===== config.mk =====
export PLATFORM = sky130hd
export DESIGN_NAME = oriented_box_corners_and_step
export DESIGN_NICKNAME = d
export VERILOG_FILES = /design/src/sv/obcs_pkg.sv /design/src/sv/oriented_box_corners_and_step.sv
export SDC_FILE = /design/constraint.sdc
export NUM_CORES = 2
export LEC_CHECK = 0
export ABC_CLOCK_PERIOD_IN_PS = 15800
export BUFFER_PORTS_ARGS = -buffer_cell sky130_fd_sc_hd__buf_2
export CORE_UTILIZATION = 43
export CTS_CLUSTER_DIAMETER = 100
export CTS_CLUSTER_SIZE = 12
export DETAILED_ROUTE_END_ITERATION = 10
export PLACE_DENSITY = 0.56
export SKIP_CTS_REPAIR_TIMING = 1
export SYNTH_ARGS = -nofsm -noshare
export SYNTH_HDL_FRONTEND = slang
export SYNTH_SLANG_ARGS = --single-unit

===== constraint.sdc =====
create_clock -name clk -period 15.8 [get_ports clk]
set_input_delay 3.16 -clock clk [delete_from_list [all_inputs] [get_ports clk]]
set_output_delay 3.16 -clock clk [all_outputs]
set_load 0.01 [all_outputs]

===== src/sv/obcs_pkg.sv =====
// Shared types, constants and elaboration-time functions for the oriented box block.
// Holds the per-degree sine generator and the angle folding helper.
// No dependencies.
`default_nettype none

package obcs_pkg;

    // Field widths
    localparam int unsigned COORD_W   = 16;
    localparam int unsigned HEADING_W = 9;
    localparam int unsigned SPEED_W   = 10;
    localparam int unsigned SIZE_W    = 10;
    localparam int unsigned OUT_W     = 17;
    localparam int unsigned IN_DATA_W  = 56;
    localparam int unsigned OUT_DATA_W = 208;

    // Register indexes
    localparam logic [0:0] CFG_BOX_LEN = 1'b0;
    localparam logic [0:0] CFG_BOX_WID = 1'b1;

    // Angle constants in degrees
    localparam logic [HEADING_W-1:0] DEG_90  = 9'd90;
    localparam logic [HEADING_W-1:0] DEG_180 = 9'd180;
    localparam logic [HEADING_W-1:0] DEG_270 = 9'd270;
    localparam logic [HEADING_W-1:0] DEG_360 = 9'd360;

    // Number of entries in the quarter-wave table (0..90 degrees)
    localparam int unsigned QTAB_N = 91;
    localparam int unsigned QIDX_W = 7;

    // Series evaluation precision
    localparam int unsigned   SER_Q = 60;
    localparam logic [63:0]   PI_Q60 = 64'h3243F6A8885A308D;
    localparam logic [63:0]   RAD_PER_DEG_Q60 = PI_Q60 / 64'd180;
    localparam int unsigned   SER_TERMS = 12;

    // Quarter-wave table selection: index into the table and sign to apply
    typedef struct packed {
        logic [QIDX_W-1:0] idx;
        logic              neg;
    } sin_sel_t;

    // Fold an angle in 0..359 onto the quarter-wave table
    function automatic sin_sel_t fold_angle(input logic [HEADING_W-1:0] a);
        sin_sel_t r;
        logic [HEADING_W-1:0] t;
        if (a <= DEG_90)
        begin
            t = a;
            r.neg = 1'b0;
        end
        else if (a <= DEG_180)
        begin
            t = DEG_180 - a;
            r.neg = 1'b0;
        end
        else if (a <= DEG_270)
        begin
            t = a - DEG_180;
            r.neg = 1'b1;
        end
        else
        begin
            t = DEG_360 - a;
            r.neg = 1'b1;
        end
        r.idx = t[QIDX_W-1:0];
        return r;
    endfunction

    // Fixed-point multiply with SER_Q fraction bits, kept to 64 bits
    function automatic logic [63:0] mul_q60(input logic [63:0] a, input logic [63:0] b);
        logic [127:0] p;
        p = {64'd0, a} * {64'd0, b};
        return p[SER_Q+63:SER_Q];
    endfunction

    // Unsigned long division, one quotient bit per step from the top
    function automatic logic [63:0] div_u64(input logic [63:0] num, input logic [63:0] den);
        logic [63:0] q;
        logic [64:0] rem;
        q = '0;
        rem = '0;
        for (int b = 63; b >= 0; b--)
        begin
            rem = {rem[63:0], num[b]};
            if (rem >= {1'b0, den})
            begin
                rem = rem - {1'b0, den};
                q[b] = 1'b1;
            end
        end
        return q;
    endfunction

    // Series for sine or cosine of d degrees, d in 0..45, unsigned Q60
    function automatic logic [63:0] series_q60(input int unsigned d, input logic want_sin);
        logic [63:0] x;
        logic [63:0] x2;
        logic [63:0] term;
        logic [63:0] sum;
        logic [63:0] k;
        x = 64'(d) * RAD_PER_DEG_Q60;
        x2 = mul_q60(x, x);
        term = want_sin ? x : (64'd1 << SER_Q);
        sum = term;
        k = want_sin ? 64'd1 : 64'd0;
        for (int n = 1; n <= SER_TERMS; n++)
        begin
            term = div_u64(mul_q60(term, x2), (k + 64'd1) * (k + 64'd2));
            k = k + 64'd2;
            if (n % 2 == 1)
                sum = sum - term;
            else
                sum = sum + term;
        end
        return sum;
    endfunction

    // Sine of d degrees, d in 0..90, unsigned Q60
    function automatic logic [63:0] quarter_sin_q60(input int unsigned d);
        if (d <= 45)
            return series_q60(d, 1'b1);
        return series_q60(90 - d, 1'b0);
    endfunction

endpackage

`default_nettype wire


===== src/sv/oriented_box_corners_and_step.sv =====
// Throughput: one request per cycle while m_tready holds; each pipeline stage holds one
// request and refills as soon as its content moves on, so bubbles collapse under stalls.
// Reset: clears all stage valid bits and sets the box length and width registers to 0.
// Oriented box corners and forward/backward step, seven-stage pipeline.
// Depends on obcs_pkg for field widths, table generator and angle folding.
`default_nettype none

module oriented_box_corners_and_step #(
    parameter int SINE_FRAC_BITS = 16
) (
    input  wire logic                                clk,
    input  wire logic                                rst_n,
    // configuration write port
    input  wire logic                                cfg_we,
    input  wire logic [0:0]                          cfg_index,
    input  wire logic [obcs_pkg::SIZE_W-1:0]         cfg_data,
    // s_tdata, low bit up: center_x[16], center_y[16], heading_deg[9], speed[10], zero pad
    input  wire logic                                s_tvalid,
    output logic                                     s_tready,
    input  wire logic [obcs_pkg::IN_DATA_W-1:0]      s_tdata,
    // m_tdata, low bit up, 17 bits each: corner0_x, corner0_y, corner1_x, corner1_y,
    // corner2_x, corner2_y, corner3_x, corner3_y, ahead_x, ahead_y, behind_x,
    // behind_y, zero pad
    output logic                                     m_tvalid,
    input  wire logic                                m_tready,
    output logic [obcs_pkg::OUT_DATA_W-1:0]          m_tdata
);
    import obcs_pkg::*;

    localparam int F    = SINE_FRAC_BITS;
    localparam int TW   = F + 2;          // signed sine/cosine
    localparam int PL_W = F + 13;         // size times sine
    localparam int PV_W = F + 12;         // speed times sine
    localparam int PS_W = F + 14;         // sum of two products
    localparam int PW   = F + 19;         // rounding argument width
    localparam int RW   = PW - F;         // rounded result width
    localparam logic [PW-1:0] HALF = PW'(1) << (F - 1);
    localparam int NSTG = 7;

    // round with F fraction bits, half away from zero
    function automatic logic signed [RW-1:0] rnd(input logic signed [PW-1:0] p);
        logic signed [PW-1:0] t;
        t = p + $signed(HALF) - $signed(PW'(p[PW-1]));
        return $signed(t[PW-1:F]);
    endfunction

    // Quarter-wave sine table, 0..90 degrees, rounded from Q60 half up
    logic [F:0] sin_tab [0:QTAB_N-1];
    for (genvar g = 0; g < QTAB_N; g++)
    begin : g_tab
        localparam logic [63:0] QV = quarter_sin_q60(g);
        localparam logic [63:0] RV = (QV + (64'd1 << (SER_Q - 1 - F))) >> (SER_Q - F);
        assign sin_tab[g] = RV[F:0];
    end

    // Configuration registers
    logic [SIZE_W-1:0] box_len_reg;
    logic [SIZE_W-1:0] box_wid_reg;

    always_ff @(posedge clk or negedge rst_n)
    begin
        if (!rst_n)
        begin
            box_len_reg <= '0;
            box_wid_reg <= '0;
        end
        else if (cfg_we)
        begin
            case (cfg_index)
                CFG_BOX_LEN: box_len_reg <= cfg_data;
                CFG_BOX_WID: box_wid_reg <= cfg_data;
                default: ;
            endcase
        end
    end

    // Stage valid bits and per-stage advance
    logic [NSTG:1] vld_reg;
    logic [NSTG:1] adv;

    always_comb
    begin
        adv[NSTG] = !vld_reg[NSTG] || m_tready;
        for (int i = NSTG - 1; i >= 1; i--)
            adv[i] = !vld_reg[i] || adv[i+1];
    end

    assign s_tready = adv[1];
    assign m_tvalid = vld_reg[NSTG];

    always_ff @(posedge clk or negedge rst_n)
    begin
        if (!rst_n)
            vld_reg <= '0;
        else
        begin
            if (adv[1])
                vld_reg[1] <= s_tvalid;
            for (int i = 2; i <= NSTG; i++)
                if (adv[i])
                    vld_reg[i] <= vld_reg[i-1];
        end
    end

    // Stage 1: unpack, reduce heading, fold sine and cosine angles
    logic signed [COORD_W-1:0]   in_cx;
    logic signed [COORD_W-1:0]   in_cy;
    logic        [HEADING_W-1:0] in_hd;
    logic signed [SPEED_W-1:0]   in_sp;
    logic        [HEADING_W-1:0] deg;
    logic        [HEADING_W-1:0] deg_cos;

    assign in_cx = $signed(s_tdata[15:0]);
    assign in_cy = $signed(s_tdata[31:16]);
    assign in_hd = s_tdata[40:32];
    assign in_sp = $signed(s_tdata[50:41]);

    always_comb
    begin
        deg = (in_hd >= DEG_360) ? in_hd - DEG_360 : in_hd;
        deg_cos = deg + DEG_90;
        if (deg_cos >= DEG_360)
            deg_cos = deg_cos - DEG_360;
    end

    logic signed [COORD_W-1:0] cx1_reg, cy1_reg;
    logic signed [SPEED_W-1:0] sp1_reg;
    sin_sel_t                  ssel1_reg, csel1_reg;

    always_ff @(posedge clk)
    begin
        if (adv[1])
        begin
            cx1_reg   <= in_cx;
            cy1_reg   <= in_cy;
            sp1_reg   <= in_sp;
            ssel1_reg <= fold_angle(deg);
            csel1_reg <= fold_angle(deg_cos);
        end
    end

    // Stage 2: table lookup and quadrant sign
    logic signed [TW-1:0] sin_mag, cos_mag;
    assign sin_mag = $signed({1'b0, sin_tab[ssel1_reg.idx]});
    assign cos_mag = $signed({1'b0, sin_tab[csel1_reg.idx]});

    logic signed [COORD_W-1:0] cx2_reg, cy2_reg;
    logic signed [SPEED_W-1:0] sp2_reg;
    logic signed [TW-1:0]      sin2_reg, cos2_reg;

    always_ff @(posedge clk)
    begin
        if (adv[2])
        begin
            cx2_reg  <= cx1_reg;
            cy2_reg  <= cy1_reg;
            sp2_reg  <= sp1_reg;
            sin2_reg <= ssel1_reg.neg ? -sin_mag : sin_mag;
            cos2_reg <= csel1_reg.neg ? -cos_mag : cos_mag;
        end
    end

    // Stage 3: products of sizes and speed with sine and cosine
    logic signed [SIZE_W:0] len_s, wid_s;
    assign len_s = $signed({1'b0, box_len_reg});
    assign wid_s = $signed({1'b0, box_wid_reg});

    logic signed [COORD_W-1:0] cx3_reg, cy3_reg;
    logic signed [PL_W-1:0]    lc3_reg, ws3_reg, ls3_reg, wc3_reg;
    logic signed [PV_W-1:0]    vc3_reg, vs3_reg;

    always_ff @(posedge clk)
    begin
        if (adv[3])
        begin
            cx3_reg <= cx2_reg;
            cy3_reg <= cy2_reg;
            lc3_reg <= PL_W'(len_s) * PL_W'(cos2_reg);
            ws3_reg <= PL_W'(wid_s) * PL_W'(sin2_reg);
            ls3_reg <= PL_W'(len_s) * PL_W'(sin2_reg);
            wc3_reg <= PL_W'(wid_s) * PL_W'(cos2_reg);
            vc3_reg <= PV_W'(sp2_reg) * PV_W'(cos2_reg);
            vs3_reg <= PV_W'(sp2_reg) * PV_W'(sin2_reg);
        end
    end

    // Stage 4: corner offset sums, round step offsets
    logic signed [COORD_W-1:0] cx4_reg, cy4_reg;
    logic signed [PS_W-1:0]    p0x4_reg, p0y4_reg;
    logic signed [PL_W-1:0]    lc4_reg, ls4_reg;
    logic signed [RW-1:0]      dx4_reg, dy4_reg;

    always_ff @(posedge clk)
    begin
        if (adv[4])
        begin
            cx4_reg  <= cx3_reg;
            cy4_reg  <= cy3_reg;
            p0x4_reg <= PS_W'(lc3_reg) - PS_W'(ws3_reg);
            p0y4_reg <= PS_W'(ls3_reg) + PS_W'(wc3_reg);
            lc4_reg  <= lc3_reg;
            ls4_reg  <= ls3_reg;
            dx4_reg  <= rnd(PW'(vc3_reg));
            dy4_reg  <= rnd(PW'(vs3_reg));
        end
    end

    // Stage 5: corner 0 and the stepped centers
    logic signed [RW-1:0] c0x_full, c0y_full;
    logic signed [RW-1:0] ax_full, ay_full, bx_full, by_full;

    assign c0x_full = RW'(cx4_reg) + rnd(PW'(p0x4_reg));
    assign c0y_full = RW'(cy4_reg) + rnd(PW'(p0y4_reg));
    assign ax_full  = RW'(cx4_reg) + dx4_reg;
    assign ay_full  = RW'(cy4_reg) + dy4_reg;
    assign bx_full  = RW'(cx4_reg) - dx4_reg;
    assign by_full  = RW'(cy4_reg) - dy4_reg;

    logic signed [COORD_W-1:0] cx5_reg, cy5_reg;
    logic signed [PL_W-1:0]    lc5_reg, ls5_reg;
    logic signed [OUT_W-1:0]   c0x5_reg, c0y5_reg;
    logic        [OUT_W-1:0]   ax5_reg, ay5_reg, bx5_reg, by5_reg;

    always_ff @(posedge clk)
    begin
        if (adv[5])
        begin
            cx5_reg  <= cx4_reg;
            cy5_reg  <= cy4_reg;
            lc5_reg  <= lc4_reg;
            ls5_reg  <= ls4_reg;
            c0x5_reg <= $signed(c0x_full[OUT_W-1:0]);
            c0y5_reg <= $signed(c0y_full[OUT_W-1:0]);
            ax5_reg  <= ax_full[OUT_W-1:0];
            ay5_reg  <= ay_full[OUT_W-1:0];
            bx5_reg  <= bx_full[OUT_W-1:0];
            by5_reg  <= by_full[OUT_W-1:0];
        end
    end

    // Stage 6: corner 1 from corner 0, corner 2 by mirroring
    logic signed [RW-1:0] c1x_full, c1y_full;
    logic signed [OUT_W:0] c2x_full, c2y_full;

    assign c1x_full = rnd((PW'(c0x5_reg) <<< F) - (PW'(lc5_reg) <<< 1));
    assign c1y_full = rnd((PW'(c0y5_reg) <<< F) - (PW'(ls5_reg) <<< 1));
    assign c2x_full = ((OUT_W+1)'(cx5_reg) <<< 1) - (OUT_W+1)'(c0x5_reg);
    assign c2y_full = ((OUT_W+1)'(cy5_reg) <<< 1) - (OUT_W+1)'(c0y5_reg);

    logic signed [COORD_W-1:0] cx6_reg, cy6_reg;
    logic        [OUT_W-1:0]   c0x6_reg, c0y6_reg, c2x6_reg, c2y6_reg;
    logic signed [OUT_W-1:0]   c1x6_reg, c1y6_reg;
    logic        [OUT_W-1:0]   ax6_reg, ay6_reg, bx6_reg, by6_reg;

    always_ff @(posedge clk)
    begin
        if (adv[6])
        begin
            cx6_reg  <= cx5_reg;
            cy6_reg  <= cy5_reg;
            c0x6_reg <= c0x5_reg;
            c0y6_reg <= c0y5_reg;
            c1x6_reg <= $signed(c1x_full[OUT_W-1:0]);
            c1y6_reg <= $signed(c1y_full[OUT_W-1:0]);
            c2x6_reg <= c2x_full[OUT_W-1:0];
            c2y6_reg <= c2y_full[OUT_W-1:0];
            ax6_reg  <= ax5_reg;
            ay6_reg  <= ay5_reg;
            bx6_reg  <= bx5_reg;
            by6_reg  <= by5_reg;
        end
    end

    // Stage 7: corner 3 by mirroring, pack the result
    logic signed [OUT_W:0] c3x_full, c3y_full;
    assign c3x_full = ((OUT_W+1)'(cx6_reg) <<< 1) - (OUT_W+1)'(c1x6_reg);
    assign c3y_full = ((OUT_W+1)'(cy6_reg) <<< 1) - (OUT_W+1)'(c1y6_reg);

    logic [OUT_DATA_W-1:0] out7_reg;

    always_ff @(posedge clk)
    begin
        if (adv[7])
        begin
            out7_reg <= {4'd0,
                         by6_reg, bx6_reg, ay6_reg, ax6_reg,
                         c3y_full[OUT_W-1:0], c3x_full[OUT_W-1:0],
                         c2y6_reg, c2x6_reg,
                         c1y6_reg, c1x6_reg,
                         c0y6_reg, c0x6_reg};
        end
    end

    assign m_tdata = out7_reg;

`ifndef ASSERT_OFF
    // an accepted request always lands in the first stage
    a_accept_lands: assert property (@(posedge clk) disable iff (!rst_n)
        (s_tvalid && s_tready) |=> vld_reg[1])
        else $error("accepted request not held in stage 1");

    // back-pressure at the input only when every stage is occupied
    a_full_when_blocked: assert property (@(posedge clk) disable iff (!rst_n)
        !s_tready |-> (&vld_reg))
        else $error("input blocked with a free stage");

    // a stalled middle stage keeps its request
    a_stage_hold: assert property (@(posedge clk) disable iff (!rst_n)
        (vld_reg[3] && !adv[4]) |=> vld_reg[3])
        else $error("stage 3 request dropped during stall");

    // looked-up sine and cosine stay within plus or minus one
    a_trig_range: assert property (@(posedge clk) disable iff (!rst_n)
        vld_reg[2] |-> ((sin2_reg <= $signed(TW'(1) <<< F)) &&
                        (sin2_reg >= -$signed(TW'(1) <<< F)) &&
                        (cos2_reg <= $signed(TW'(1) <<< F)) &&
                        (cos2_reg >= -$signed(TW'(1) <<< F))))
        else $error("sine or cosine out of range");
`endif

endmodule

`default_nettype wire

# Word-level counts from Yosys, hierarchy flattened
# Memories as Yosys holds them, arrays and structs flattened.
# Index checks and enable logic that the tools add are counted.
[word_totals] mem_bits_ro=4352 word_cells=152 output_inout_bits=210 register_bits=1143 memories=2 inputBits=72
[op_classes] mux=16 magnitude_cmp=10 reduce_logical=16 n_addsub=37 bitwise_logic=3 multipliers=6
[memory_table] memory="(name not given)" depth=128 width=17 rd=1 rd_clocked_by_memory_dff=0 write_ports=0 line_no="oriented_box_corners_and_step.sv:145" rtl="assign cos_mag = $signed({1'b0, sin_tab[csel1_reg.idx]});"
[memory_table] memory="(name not given)" depth=128 width=17 rd=1 rd_clocked_by_memory_dff=0 write_ports=0 line_no="oriented_box_corners_and_step.sv:144" rtl="assign sin_mag = $signed({1'b0, sin_tab[ssel1_reg.idx]});"
[op_table] cell="multiplier 11 x 18 -> 29 bit" count=4
[op_table] cell="two-way mux 17 bit" count=6
[op_table] cell="subtractor 17 bit" count=4
[op_table] cell="subtractor 33 x 30 -> 34 bit" count=2
[op_table] cell="adder 33 x 17 -> 33 bit (second input constant)" count=2
[op_table] cell="subtractor 33 x 2 -> 33 bit" count=2
[op_table] cell="subtractor 31 x 2 -> 32 bit" count=2
[op_table] cell="adder 30 x 17 -> 31 bit (second input constant)" count=2
[op_table] cell="subtractor 29 x 2 -> 30 bit" count=2
[op_table] cell="adder 28 x 17 -> 29 bit (second input constant)" count=2
[op_table] cell="multiplier 10 x 18 -> 28 bit" count=2
[op_table] cell="two-way mux 7 bit" count=6
[op_table] cell="negation 17 -> 18 bit" count=2
[op_table] cell="adder 16 x 14 -> 17 bit" count=2
[op_table] cell="adder 16 x 16 -> 17 bit" count=2
[op_table] cell="subtractor 16 x 14 -> 17 bit" count=2
[op_table] cell="adder 29 x 29 -> 30 bit" count=1
[op_table] cell="subtractor 29 x 29 -> 30 bit" count=1
[op_table] cell=">= comparator 9 bit (second input constant)" count=2
[op_table] cell="<= comparator 9 x 7 -> 1 bit (second input constant)" count=2
[op_table] cell="<= comparator 9 x 8 -> 1 bit (second input constant)" count=2
[op_table] cell="<= comparator 9 bit (second input constant)" count=2
[op_table] cell="two-way mux 9 bit" count=2
[op_table] cell="subtractor 9 bit (second input constant)" count=2
[op_table] cell="11 further kinds" count=30

# Logic depth before layout (Yosys ltp)
[depth] ltp_word=9 mapped_depth=26 ltp_nobuf=25

# Least setup slack after synthesis
# OpenSTA, ideal clock, no wires.
[synth_path] kind="in2reg" start="in m_tready" end="reg cx3_reg[0], enable pin" slack_ns=1.051 n_path_buf=0 path_stages=4 t_required_ns=14.180 setup_time_ns=1.620 t_arrival_ns=13.128 path_cell_list="nor2b_1 -> nand3_1 -> nor2_1 -> nand2_1"
[synth_via] elab_chain_len=5
[synth_lines] element="from (decl)" line_no="oriented_box_corners_and_step.sv:25" rtl="input wire logic m_tready,"
[synth_lines] element="logical OR 1 bit" line_no="oriented_box_corners_and_step.sv:83" rtl="adv[NSTG] = !vld_reg[NSTG] || m_tready;"
[synth_lines] element="logical OR 1 bit (2 in series)" line_no="oriented_box_corners_and_step.sv:85" rtl="adv[i] = !vld_reg[i] || adv[i+1];"
[synth_lines] element="via adv (one bit)" line_no="oriented_box_corners_and_step.sv:79" rtl="logic [NSTG:1] adv;"
[synth_lines] element="logical OR 1 bit (2 in series)" line_no="oriented_box_corners_and_step.sv:85"
[synth_lines] element="via adv (one bit)" line_no="oriented_box_corners_and_step.sv:79"
[synth_lines] element="to (signal assigned)" line_no="oriented_box_corners_and_step.sv:176" rtl="cx3_reg <= cx2_reg;"
[synth_lines] element="to (decl)" line_no="oriented_box_corners_and_step.sv:168" rtl="logic signed [COORD_W-1:0] cx3_reg, cy3_reg;"
# The timed path passes the listed nets, and every way through them passes these cells.
# A chain may end at the register's enable or synchronous reset.

# Worst setup path after layout
[layout_path] start="in m_tready" end="out s_tready"
[layout_via] elab_chain_len=7
[layout_lines] element="logical OR 1 bit" line_no="oriented_box_corners_and_step.sv:83"
[layout_lines] element="logical OR 1 bit (2 in series)" line_no="oriented_box_corners_and_step.sv:85"
[layout_lines] element="via adv (one bit)" line_no="oriented_box_corners_and_step.sv:79"
[layout_lines] element="logical OR 1 bit (4 in series)" line_no="oriented_box_corners_and_step.sv:85"
[layout_lines] element="to (decl)" line_no="oriented_box_corners_and_step.sv:19" rtl="output logic s_tready,"
# The timed path passes the listed nets, and every way through them passes these cells.

==> run summary <==
Starting density of the core -> 43.3%
NumNets Final -> 11300
Final Cycle Share -> 66.3%
Die area -> 228000 µm²
Worst endpoint required time -> 12.64 ns
Vias in the first global route -> 66300
IO Count -> 282
RSZ-0062 raised after global routing -> false
Reg clk slew, reported paths -> 0.07 ns
Rel. slew slack -> 21.0%
Skew final -> 0.0747 ns
Synth warn -> 0
DR pass1 iterations -> 9
Die height -> 478 µm
Setup TNS -> 0 ns
Slew @ Worst Pin -> 1.18 ns
CP Capture Type -> output port
Achievable Freq -> 95.4 MHz
Clock root cell -> clkbuf_16
Hold Crit Class -> register to register
Post-synthesis async set-or-reset flop share -> 2.39%
Insertion delay to the later sink of the worst-skew pair -> 0.80 ns
Clk sinks -> 1130
Worst Path Max Fanout -> 44
Drt wl/cell -> 18.1 µm
Setup WS pre-CTS -> 5.16 ns
Post-synth top area cell -> edfxtp_1
Commonest non-fill, non-tap cell in the layout -> inv_1
Vias per inst -> 5.17
Antenna violations before repair -> 18
Clk buf depth -> 3
Hold Fails Final Rpt -> 0
Run status -> complete, but fails checks
Critical path's slowest cell -> nand4_1
DR DRC count -> 82
Hpwl dp -> 173 mm
CTS tree -> built
Post-DRT Antenna Nets -> 0
Largest net degree at the start of global routing -> 110
Share of cells above drive strength 1 -> 6.39%
WL final -> 225 mm
H-tree depth -> 3
Top cells by area, synth -> edfxtp_1, fa_1, ha_1
Max-Cap Viols -> 0
CP Class -> input port to output port
Layout area overhead -> 7.99%
Die width -> 478 µm
FP Rows -> 174
Sequential area share after synthesis -> 34.7%
Worst path cell trace -> buf_2 > nor2b_1 > nand3_4 > nor2_1 > nand4_1 > buf_4 > buf_2
Core area -> 225000 µm²
Final setup violation count -> 0
Grt total ovfl -> 0
Syn avg cell area -> 10.5 µm²
Total global-route track usage -> 19.8%
#FFs+latches synth -> 1130
Max FFs per register -> 198
Post-synth top area share -> 34.1%
Distinct cells, synth -> 95
Via count -> 64600
Most used DFF post-synth -> edfxtp_1
Final setup margin -> 5.32 ns
Failing checks -> DRC
Tmin final -> 10.48 ns
Critical Path AT -> 7.32 ns
TritonCTS Buffers -> 111
Mapped cell area -> 97300 µm²
Max incr delay on CP -> 0.90 ns
Initial DRC Count -> 4228
IO Port Bufs -> 272
Global-route wire length before repair -> 361 mm
Setup crit start kind -> input port
Cell repeated most along the worst path -> buf_2
Gate Count Post-Synth -> 9303
Routability Congestion -> 0.862
Post-synth EDFFs -> 1103
Pins Over Slew Limit -> 0
Most frequent cells in the layout -> inv_1, edfxtp_1, fa_1
Yosys cell counts (83+ instances only):
cell type  count
a21o_1       139
a21oi_1      403
and2_1       430
clkbuf_1     305
edfxtp_1    1103
fa_1         967
ha_1         859
inv_1       1649
nand2_1      928
nand2b_1      87
nand3_1      105
nor2_1       389
nor2b_1       83
nor3_1       124
o21ai_0      281
xnor2_1      398
xor2_1       117
worst max-delay path: cells and delay by family:
kind,cells,cell delay (ns)
AND/OR/NAND/NOR,4,2.94
buffers and inverters,3,1.11
final timing paths:
| kind | start | endpoint | slack (ns) | depth (start not counted) |
|---|---|---|---|---|
| max | m_tready | s_tready | 5.32 | 7 |
| min | ls4_reg[1] | ls5_reg[1] | 0.38 | 0 |
| max reg2reg | box_wid_reg[5] | wc3_reg[28] | 8.25 | 22 |
| min reg2reg | ls4_reg[1] | ls5_reg[1] | 0.38 | 0 |
| max in group asynchronous | rst_n | box_len_reg[5] | 12.67 | 1 |
| min in group asynchronous | rst_n | vld_reg[7] | 2.49 | 1 |
per-stage QoR:
stage	instances	hold WS (ns)	cell area (µm²)	util, %
finish	12500	0.380	105000	46.7
global route	12500	0.378	105000	46.7
CTS	12500	0.370	105000	46.7
detailed placement	12300	0.405	102000	45.3
global placement	12300	0.400	102000	45.3
floorplan	9306	0.400	97300	-
cells by family after synthesis:
group / after synthesis / share of synthesized area, %
compound gates: 1413 / 9.41
buf+inv: 1988 / 7.72
flops: 1130 / 34.7
other cells: 1 / 0.00386
xor+xnor: 516 / 4.65
fa+ha+maj: 1826 / 31.0
simple gates: 2374 / 11.7
mux: 55 / 0.765
per-layer routing:
metal / global-route usage (%) / vias to the layer above / share of wire, %
met5: 0 / - / 0.0031
met3: 2.22 / 267 / 4.3
li1: - / 30900 / -
met4: 5.69 / 2 / 2.6
met2: 32.4 / 1394 / 46
met1: 27.8 / 32000 / 47
cell type report:
cell class,count,area [µm²]
inverter,1653,6220
multi-input combinational,6188,56000
fill,20900,120000
clock inverter,21,347
timing repair buffer,363,2040
sequential,1130,33800
antenna,5,12.5
clock buffer,129,2870
tap,2992,3740
Power is not shown: default switching activity piles up to over one toggle a cycle in this logic, so the estimate is an artifact.
